$ cat src/design/mhpq_pkg.sv
// Shared constants, codes and types for the max-heap priority queue.
`default_nettype none

package mhpq_pkg;

    // Heap geometry
    localparam int CAPACITY = 128;
    localparam int ADDR_W   = $clog2(CAPACITY);
    localparam int CNT_W    = $clog2(CAPACITY + 1);
    localparam int IDX_W    = ADDR_W + 1;

    // Word widths
    localparam int KEY_W    = 32;
    localparam int STAT_W   = 2;
    localparam int COUNT_W  = 8;

    // Request codes
    localparam logic REQ_INSERT = 1'b0;
    localparam logic REQ_REMOVE = 1'b1;

    // Status codes
    localparam logic [STAT_W-1:0] ST_DONE  = 2'd0;
    localparam logic [STAT_W-1:0] ST_FULL  = 2'd1;
    localparam logic [STAT_W-1:0] ST_EMPTY = 2'd2;

    // Verdict of the shared compare unit
    typedef struct packed {
        logic take_a;   // candidate a beats the base key
        logic take_b;   // candidate b beats the better of base and a
    } pick_t;

endpackage

`default_nettype wire

$ cat src/design/mhpq_store.sv
// Heap key storage: one write port, two registered read ports.
`default_nettype none

module mhpq_store (
    input  logic                         clk,
    input  logic                         wr_en,
    input  logic [mhpq_pkg::ADDR_W-1:0]  wr_addr,
    input  logic [mhpq_pkg::KEY_W-1:0]   wr_data,
    input  logic [mhpq_pkg::ADDR_W-1:0]  rd_addr_a,
    input  logic [mhpq_pkg::ADDR_W-1:0]  rd_addr_b,
    output logic [mhpq_pkg::KEY_W-1:0]   rd_data_a,
    output logic [mhpq_pkg::KEY_W-1:0]   rd_data_b
);
    import mhpq_pkg::*;

    logic [KEY_W-1:0] heap_mem [CAPACITY];
    logic [KEY_W-1:0] rd_a_reg;
    logic [KEY_W-1:0] rd_b_reg;

    // Write port
    always_ff @(posedge clk)
    begin
        if (wr_en)
        begin
            heap_mem[wr_addr] <= wr_data;
        end
    end

    // Read ports, data registered
    always_ff @(posedge clk)
    begin
        rd_a_reg <= heap_mem[rd_addr_a];
        rd_b_reg <= heap_mem[rd_addr_b];
    end

    assign rd_data_a = rd_a_reg;
    assign rd_data_b = rd_b_reg;

endmodule

`default_nettype wire

$ cat config.mk
export PLATFORM = sky130hd
export DESIGN_NAME = mhpq_store
export DESIGN_NICKNAME = d
export VERILOG_FILES = /design/src/design/mhpq_pkg.sv /design/src/design/mhpq_store.sv
export SDC_FILE = /design/constraint.sdc
export NUM_CORES = 2
export LEC_CHECK = 0
export ABC_CLOCK_PERIOD_IN_PS = 4210
export BUFFER_PORTS_ARGS = -buffer_cell sky130_fd_sc_hd__buf_2
export CAP_MARGIN = 20
export CELL_PAD_IN_SITES_DETAIL_PLACEMENT = 0
export CELL_PAD_IN_SITES_GLOBAL_PLACEMENT = 2
export CORE_ASPECT_RATIO = 1.2
export CORE_MARGIN = 2
export CORE_UTILIZATION = 48
export CTS_CLUSTER_SIZE = 8
export DETAILED_ROUTE_END_ITERATION = 8
export PLACE_DENSITY = 0.88
export SLEW_MARGIN = 25
export SYNTH_ARGS = -nofsm -noshare
export SYNTH_HDL_FRONTEND = slang
export SYNTH_SLANG_ARGS = --single-unit
$ cat constraint.sdc
create_clock -name clk -period 4.21 [get_ports clk]
set_input_delay 1.0525 -clock clk [delete_from_list [all_inputs] [get_ports clk]]
set_output_delay 1.0525 -clock clk [all_outputs]
set_load 0.01 [all_outputs]
==> impl_results.md <==
- Post-cts resize count: 0
- CP max-delay cell: dfxtp_1
- Antenna violations before repair: 69
- Synth Register Bits: 4160
- Area growth from synthesis to layout: 16.6%
- Tot GR Track Use: 0.316
- Worst-path maximum fanout: 12
- Met3 WL: 94900 um
- Overall Power: 97800 uW
- Routed len/inst: 44.6 um
- Period utilization: 0.793
- Max_cap viols: 0
- VDD IR-drop max: 0.378 mV
- Final worst slack: 0.870 ns
- Final Cell Area: 220000 sq um
- Final HPWL from detailed placement: 360000 um
- IO Count: 119
- Pre-Repair DR Iteration Count: 6
- CTS tree: yes
- Initial drt markers: 17500
- Vias per inst: 7.37
- Cells after Synth: 7701
- Final #Nets: 8530
- Slew HR: 0.258
- CP bufs+invs: 1
- Reg2Reg Setup Slack: 1.64 ns
- R2r endpoint: rd_data_b[29]$_DFF_P_
- Routed WL: 628000 um
- Via Count: 104000
- Die Width: 576 um
- Crit-path cells: buf_2
- Inst Count DP: 13100
- Clock slew at reported path FFs: 0.05 ns
- RSZ-0062 raised after global routing: false
- Cell count along the critical path: 1
- Mapped cell area: 189000 sq um
- I/O Buffers: 118
- Setup CP Type: register to primary output
- Status: finished clean
- WP data arrival: 2.29 ns
- Met2 routed WL: 295000 um
- PwrDens: 444 nW/um^2
- Worst clock skew: 0.0539 ns
- Seq/Total Area, Yosys: 0.658
- Dpl ws: 0.0116 ns
- Required @ worst endpoint: 3.16 ns
- Number of buffers created by CTS: 594
- Slowest stage delay, CP: 1.03 ns
- Clock latency on the worst-skew pair: 0.98 ns
- Layout cell share with drive strength beyond 1: 0.492
- First-pass GRT wire length: 863000 um
- Root buffer cell: clkbuf_16
- Critical path endpoint category: primary output
- Met1 WL: 188000 um
- Largest net degree at the start of global routing: 129
- Layout Cells excl Fill: 14100
- WHS Endpoint: heap_mem[40][1]$_DFFE_PP_
- H-tree depth: 6
- Placement Cell Area: 203000 sq um
- Hold Startpoint: wr_data[1]
- Slew Limit Fails: 0
- Placer Congestion: 0.872
- Startpoint Class: register
- Final Hold Viols: 0
- Worst reg2reg path depth: 4
- Unique masters post-synth: 17
- Remaining DRCs: 0
- Bufs on Longest Clock Path: 4
- Crit path time final: 3.34 ns
- Hold Crit Class: input pin to register
- Syn Area/Cell: 24.5 sq um
- Die area: 398000 sq um
- Leak: 0.0680 uW
- Setup bufs post-CTS: 0
- Clock Sinks: 4160
- Core Rows: 252
- Initial Util: 0.482
- Die Y-Extent: 691 um
- WHS: 0.531 ns
- Max layer used: met5
- CTS Hold Bufs: 0
- CP top delay family: flip-flops
- Detail Route Antenna Nets: 0
- Reg2reg start: heap_mem[86][29]$_DFFE_PP_
- Vias in the first global route: 107000
- # setup viols final: 0
- CORE AREA: 392000 sq um
- Max Freq: 0.299 GHz
- Slew @ Worst Pin: 1.11 ns
- Hold depth: 1
- Total of warnings raised by yosys: 0
- Grt total ovfl: 0
- Syn_nets: 7756
-- where the power goes --
part           internal, uW  switching, uW
Clock                 26500          17500
Sequential            45800            455
Combinational          3560           3990
-- how the worst max path moves through the flow --
stage	end	slack, ns	startpoint
2_1_floorplan	heap_mem[98][0]$_DFFE_PP_	-0.08	wr_en
3_3_place_gp	rd_data_b[5]$_DFF_P_	0.04	rd_addr_b[0]
3_5_place_dp	rd_data_b[5]$_DFF_P_	0.01	rd_addr_b[0]
4_1_cts	rd_data_a[4]$_DFF_P_	0.93	rd_addr_a[0]
5_1_grt	rd_data_a[4]$_DFF_P_	0.86	rd_addr_a[0]
6_report	rd_data_a[6]	0.87	rd_data_a[6]$_DFF_P_
-- sequential cells by signal, summed over array words and instances, names as in the netlist --
signal,cells
heap_mem,4096
rd_data_a,32
rd_data_b,32
-- per-stage QoR --
stage,setup TNS [ns],util
after floorplan,-7.54,-
after global placement,0,0.518
after detailed placement,0,0.518
after CTS,0,0.561
after global routing,0,0.561
final,0,0.562
-- layout by cell type, fill, tap and decap left out, types with 12 or more instances in the layout --
cell type | netlist | layout
buf_12 | 0 | 274
buf_2 | 103 | 73
buf_4 | 17 | 426
buf_6 | 2 | 16
clkbuf_1 | 365 | 262
clkbuf_16 | 0 | 611
dfxtp_1 | 64 | 64
diode_2 | 0 | 92
edfxtp_1 | 4096 | 4096
inv_6 | 0 | 12
mux2_2 | 64 | 64
mux4_2 | 2688 | 2688
nand2_1 | 14 | 14
nand3_1 | 12 | 12
nor2_4 | 0 | 119
-- cells by family after synthesis --
kind of cell,synth area share
and+or+nand+nor,0.00369
DFF,0.658
buffers and inverters,0.0134
muxes,0.325
-- per-layer routing --
metal,up-vias,track usage
li1,37000,-
met1,55100,0.383
met2,9364,0.486
met3,2213,0.103
met4,48,0.216
met5,-,0
-- Yosys cell counts --
master	number	area [sq um]
buf_6	2	22.5
nor2b_1	7	43.8
or3_1	1	6.26
buf_1	132	495
edfxtp_1	4096	123000
nand4_1	3	18.8
buf_2	103	515
dfxtp_1	64	1280
nor2_1	122	458
buf_4	17	128
nand3_1	12	60.1
mux4_2	2688	60500
clkbuf_1	365	1370
nand2_1	14	52.6
nor3_1	9	45.0
nand2b_1	2	12.5
mux2_2	64	721
-- layout make-up --
type | instances | area, sq um
fill | 27200 | 172000
clock inverter | 33 | 482
antenna | 92 | 230
multi-input combinational | 2922 | 62900
timing repair buffer | 797 | 9370
clock buffer | 874 | 16300
tap | 5207 | 6520
sequential | 4160 | 124000
(Power assumes the default switching activity.)
