==> config.mk <==
export PLATFORM = sky130hd
export DESIGN_NAME = mhpq_pick
export DESIGN_NICKNAME = d
export VERILOG_FILES = /design/src/design/mhpq_pkg.sv /design/src/design/mhpq_pick.sv
export SDC_FILE = /design/constraint.sdc
export NUM_CORES = 1
export LEC_CHECK = 0
export BUFFER_PORTS_ARGS = -buffer_cell sky130_fd_sc_hd__buf_2
export CAP_MARGIN = 20
export CORE_ASPECT_RATIO = 0.75
export CORE_MARGIN = 4
export CORE_UTILIZATION = 50
export DETAILED_ROUTE_END_ITERATION = 6
export PLACE_DENSITY = 0.84
export SLEW_MARGIN = 40
export SYNTH_ARGS = -nofsm -noshare
export SYNTH_HDL_FRONTEND = slang
export SYNTH_SLANG_ARGS = --single-unit
==> constraint.sdc <==
create_clock -name vclk -period 11.7
set_clock_uncertainty 0.2 [all_clocks]
set_input_delay 2.34 -clock vclk [all_inputs]
set_output_delay 2.34 -clock vclk [all_outputs]
set_load 0.02 [all_outputs]
==> src/design/mhpq_pkg.sv <==
// Shared constants, codes and types for the max-heap priority queue.
`default_nettype none

package mhpq_pkg;

    // Heap geometry
    localparam int CAPACITY = 128;
    localparam int ADDR_W   = $clog2(CAPACITY);
    localparam int CNT_W    = $clog2(CAPACITY + 1);
    localparam int IDX_W    = ADDR_W + 1;

    // Word widths
    localparam int KEY_W    = 32;
    localparam int STAT_W   = 2;
    localparam int COUNT_W  = 8;

    // Request codes
    localparam logic REQ_INSERT = 1'b0;
    localparam logic REQ_REMOVE = 1'b1;

    // Status codes
    localparam logic [STAT_W-1:0] ST_DONE  = 2'd0;
    localparam logic [STAT_W-1:0] ST_FULL  = 2'd1;
    localparam logic [STAT_W-1:0] ST_EMPTY = 2'd2;

    // Verdict of the shared compare unit
    typedef struct packed {
        logic take_a;   // candidate a beats the base key
        logic take_b;   // candidate b beats the better of base and a
    } pick_t;

endpackage

`default_nettype wire

==> src/design/mhpq_pick.sv <==
// Shared signed compare unit: picks the strictly larger of a base key and two candidates.
`default_nettype none

module mhpq_pick (
    input  logic [mhpq_pkg::KEY_W-1:0] base_key,
    input  logic [mhpq_pkg::KEY_W-1:0] cand_a,
    input  logic                       cand_a_ok,
    input  logic [mhpq_pkg::KEY_W-1:0] cand_b,
    input  logic                       cand_b_ok,
    output mhpq_pkg::pick_t            verdict
);
    import mhpq_pkg::*;

    logic [KEY_W-1:0] best_a;

    // Ties never win: only a strictly larger key takes over
    always_comb
    begin
        verdict.take_a = cand_a_ok && ($signed(base_key) < $signed(cand_a));
        best_a         = verdict.take_a ? cand_a : base_key;
        verdict.take_b = cand_b_ok && ($signed(best_a) < $signed(cand_b));
    end

endmodule

`default_nettype wire

==> metrics.txt <==
# TYPE chip_impl_metric gauge
chip_impl_info{name="outcome",value="finished clean"} 1
chip_impl_info{name="yosysMostFrequentCell",value="sky130_fd_sc_hd__inv_1"} 1
chip_impl_metric{name="max-vdd-ir-drop",unit="uV"} 21.0
chip_impl_metric{name="fmax",unit="GHz"} 0.110
chip_impl_metric{name="max_slew_margin",unit=""} 0.628
chip_impl_metric{name="finalSetupViolations",unit=""} 0
chip_impl_info{name="endpoint",value="verdict[0]"} 1
chip_impl_metric{name="die_h",unit="um"} 64.5
chip_impl_metric{name="place_congestion",unit=""} 0.889
chip_impl_metric{name="static-leakage-power",unit="nW"} 1.62
chip_impl_metric{name="route.detailed.drc",unit=""} 0
chip_impl_metric{name="syn_inst",unit=""} 301
chip_impl_metric{name="ctsResizeCount",unit=""} 0
chip_impl_info{name="ys_top_cells_by_count",value="64 x sky130_fd_sc_hd__inv_1, 62 x sky130_fd_sc_hd__ha_1, 32 x sky130_fd_sc_hd__nand2_1, 31 x sky130_fd_sc_hd__o21ai_2, 21 x sky130_fd_sc_hd__a21oi_1"} 1
chip_impl_metric{name="timing.hold.ws",unit="ns"} 4.91
chip_impl_metric{name="overall_die_area",unit="mm2"} 0.00537
chip_impl_metric{name="final_cell_count_no_fill",unit=""} 450
chip_impl_metric{name="postCtsSetupBuffers",unit=""} 0
chip_impl_metric{name="count_of_vias_placed_by_the_detailed_router",unit=""} 2279
chip_impl_metric{name="yosys_warnings",unit=""} 0
chip_impl_metric{name="power.total",unit="mW"} 0.120
chip_impl_metric{name="mappedNetlistArea",unit="mm2"} 0.00212
chip_impl_metric{name="starting_utilization_of_the_core_area",unit=""} 0.521
chip_impl_metric{name="power_density_over_the_cells",unit="mW/mm2"} 45.6
chip_impl_metric{name="area_growth_syn_to_layout",unit="%"} 24.1
chip_impl_metric{name="area_of_the_core_region",unit="mm2"} 0.00408
chip_impl_metric{name="ctsHoldBuffers",unit=""} 0
chip_impl_info{name="worst_hold_path_type",value="input pin to output port"} 1
chip_impl_metric{name="preCtsSetupSlack",unit="ns"} 2.66
chip_impl_metric{name="buffer_ports.inserted",unit=""} 100
chip_impl_metric{name="detailedRoute.firstPassIterationCount",unit=""} 4
chip_impl_metric{name="first_global_vias",unit=""} 2187
chip_impl_metric{name="grt_max_degree",unit=""} 38
chip_impl_metric{name="sequential_area",unit="um2"} 0
chip_impl_metric{name="first_iter_violations",unit=""} 69
chip_impl_metric{name="post-route-cell-area",unit="mm2"} 0.00264
chip_impl_metric{name="floorplan.rows",unit=""} 20
chip_impl_info{name="grt_setup_unrepaired",value="no"} 1
chip_impl_metric{name="final_hpwl_from_detailed_placement",unit="mm"} 4.86
chip_impl_metric{name="maxCapViolCount",unit=""} 0
chip_impl_metric{name="globalRoute.totalOverflow",unit=""} 0
chip_impl_metric{name="initial_antenna_violation_count",unit=""} 0
chip_impl_info{name="synth.largest_area_cell",value="sky130_fd_sc_hd__ha_1"} 1
chip_impl_metric{name="multiInputGateArea",unit="mm2"} 0.00181
chip_impl_metric{name="place_inst",unit=""} 450
chip_impl_metric{name="min_period_over_period",unit=""} 0.776
chip_impl_metric{name="syn_avg_cell_area",unit="um2"} 7.06
chip_impl_metric{name="finalWorstSetupSlack",unit="ns"} 2.62
chip_impl_metric{name="detail_route.vias_per_cell",unit=""} 5.06
chip_impl_metric{name="io_pins",unit=""} 100
chip_impl_info{name="synth_top_cells_by_area",value="sky130_fd_sc_hd__ha_1 37%, sky130_fd_sc_hd__o21ai_2 13%, sky130_fd_sc_hd__inv_1 11%"} 1
chip_impl_info{name="start_kind",value="input pin"} 1
chip_impl_metric{name="fillCellCount",unit=""} 375
chip_impl_metric{name="layout.core_utilization",unit=""} 0.647
chip_impl_info{name="critical_path_class",value="input pin to output port"} 1
chip_impl_metric{name="dpl_cell_area",unit="mm2"} 0.00264
chip_impl_metric{name="ant_nets",unit=""} 0
chip_impl_metric{name="grt_first_pass_wirelength",unit="mm"} 8.84
chip_impl_metric{name="syn-num-nets",unit=""} 461
chip_impl_metric{name="synth_top_area_share",unit=""} 0.365
chip_impl_metric{name="critical_path_peak_fanout",unit=""} 37
chip_impl_metric{name="drive_above_1_share",unit=""} 0.370
chip_impl_metric{name="nFlopsAndLatches",unit=""} 0
chip_impl_info{name="capturing_element_type_of_the_critical_path",value="output port"} 1
chip_impl_metric{name="worstPathRequired",unit="ns"} 9.16
chip_impl_metric{name="synth-seq-area-share",unit=""} 0
chip_impl_info{name="setup.worst_path.start",value="base_key[30]"} 1
chip_impl_metric{name="num-clock-buffers",unit=""} 0
chip_impl_metric{name="report.final.slew_viol_count",unit=""} 0
chip_impl_metric{name="cp.arrival",unit="ns"} 6.54
chip_impl_metric{name="period_needed",unit="ns"} 9.08
chip_impl_metric{name="n_antenna_cell",unit=""} 0
chip_impl_metric{name="synth_cell_type_count",unit=""} 33
chip_impl_metric{name="final.setup.tns",unit="ns"} 0
chip_impl_metric{name="worst-slew-pin-transition",unit="ns"} 0.559
chip_impl_metric{name="groute.usage.overall",unit=""} 0.189
chip_impl_metric{name="horizontal_die_dimension",unit="um"} 83.3
chip_impl_metric{name="final_hold_viol_count",unit=""} 0
chip_impl_metric{name="num-nets-final",unit=""} 557
chip_impl_metric{name="wl_per_cell",unit="um"} 11.6
chip_impl_metric{name="detail_route.wirelength",unit="mm"} 5.22
==> where the power goes <==
group | switching [mW] | total [mW] | internal [mW]
clock | 0 | 0 | 0
combinational | 0.0651 | 0.120 | 0.0552
sequential | 0 | 0 | 0
==> cells by family after synthesis <==
family,synth area share
buffers and inverters,0.150
AO/OA/AOI/OAI,0.290
AND/OR/NAND/NOR,0.195
adder cells (fa/ha/maj),0.365
==> layer usage <==
metal | part of all wire | global-route usage
met1 | 0.45 | 0.245
met2 | 0.48 | 0.349
met3 | 0.070 | 0.0241
met4 | 0.0057 | 0.0143
met5 | 0 | 0
==> cells in the final DEF (no fill, tap or decap) <==
| cell | netlist | routed |
|---|---|---|
| sky130_fd_sc_hd__buf_2 | 0 | 100 |
| sky130_fd_sc_hd__inv_1 | 64 | 64 |
| sky130_fd_sc_hd__ha_1 | 62 | 62 |
| sky130_fd_sc_hd__nand2_1 | 32 | 32 |
| sky130_fd_sc_hd__o21ai_2 | 31 | 31 |
| sky130_fd_sc_hd__a21oi_1 | 21 | 21 |
| sky130_fd_sc_hd__o21ai_0 | 13 | 13 |
| sky130_fd_sc_hd__nand4_1 | 12 | 12 |
| sky130_fd_sc_hd__nand2_2 | 10 | 10 |
| sky130_fd_sc_hd__nor2_1 | 8 | 8 |
| sky130_fd_sc_hd__a21o_1 | 7 | 7 |
| sky130_fd_sc_hd__nor3_1 | 5 | 5 |
| sky130_fd_sc_hd__nand3_1 | 4 | 4 |
| sky130_fd_sc_hd__nor2b_1 | 3 | 3 |
| sky130_fd_sc_hd__o21a_1 | 2 | 2 |
| sky130_fd_sc_hd__nand2b_1 | 2 | 2 |
| sky130_fd_sc_hd__o31ai_1 | 2 | 2 |
| sky130_fd_sc_hd__a221o_1 | 1 | 1 |
| sky130_fd_sc_hd__a211o_1 | 1 | 1 |
| sky130_fd_sc_hd__o211ai_1 | 1 | 1 |
| sky130_fd_sc_hd__nand2b_4 | 1 | 1 |
| sky130_fd_sc_hd__a2111oi_2 | 1 | 1 |
| sky130_fd_sc_hd__a2111oi_0 | 1 | 1 |
| sky130_fd_sc_hd__nor4_1 | 1 | 1 |
| sky130_fd_sc_hd__o311a_1 | 1 | 1 |
| sky130_fd_sc_hd__or3b_4 | 0 | 1 |
| sky130_fd_sc_hd__or3_1 | 1 | 1 |
| sky130_fd_sc_hd__a41oi_1 | 1 | 1 |
| sky130_fd_sc_hd__a211oi_1 | 1 | 1 |
| sky130_fd_sc_hd__or2_2 | 1 | 1 |
| sky130_fd_sc_hd__a31oi_1 | 1 | 1 |
| sky130_fd_sc_hd__nand4b_1 | 1 | 1 |
| sky130_fd_sc_hd__o2111ai_1 | 1 | 1 |
| sky130_fd_sc_hd__buf_12 | 0 | 1 |
==> worst max-delay path: stages <==
cell and delay [ns]:
sky130_fd_sc_hd__buf_2 0.11, sky130_fd_sc_hd__ha_1 0.32, sky130_fd_sc_hd__a21oi_1 0.18, sky130_fd_sc_hd__nand2_1 0.07, sky130_fd_sc_hd__a221o_1 0.34, sky130_fd_sc_hd__a211o_1 0.28
sky130_fd_sc_hd__o21a_1 0.21, sky130_fd_sc_hd__or3b_4 0.63, sky130_fd_sc_hd__nand2_1 0.16, sky130_fd_sc_hd__o21ai_2 0.06, sky130_fd_sc_hd__ha_1 0.31, sky130_fd_sc_hd__a21o_1 0.20
sky130_fd_sc_hd__a21o_1 0.17, sky130_fd_sc_hd__a21o_1 0.17, sky130_fd_sc_hd__a211oi_1 0.23, sky130_fd_sc_hd__o31ai_1 0.11, sky130_fd_sc_hd__nand4b_1 0.18, sky130_fd_sc_hd__o31ai_1 0.25
sky130_fd_sc_hd__buf_2 0.22
==> layout make-up <==
class,count,share of cell area
timing repair buffer,101,0.197
inverter,64,0.0911
tap,55,0.0261
multi-input combinational,230,0.685
==> worst min-delay path by stage <==
stage	start	endpoint	depth (start not counted)
after CTS	cand_b_ok	verdict[0]	4
after floorplan	cand_b_ok	verdict[0]	2
final	cand_b_ok	verdict[0]	4
after global routing	cand_b_ok	verdict[0]	4
after detailed placement	cand_b_ok	verdict[0]	4
after global placement	cand_b_ok	verdict[0]	4
(Power assumes the default switching activity.)
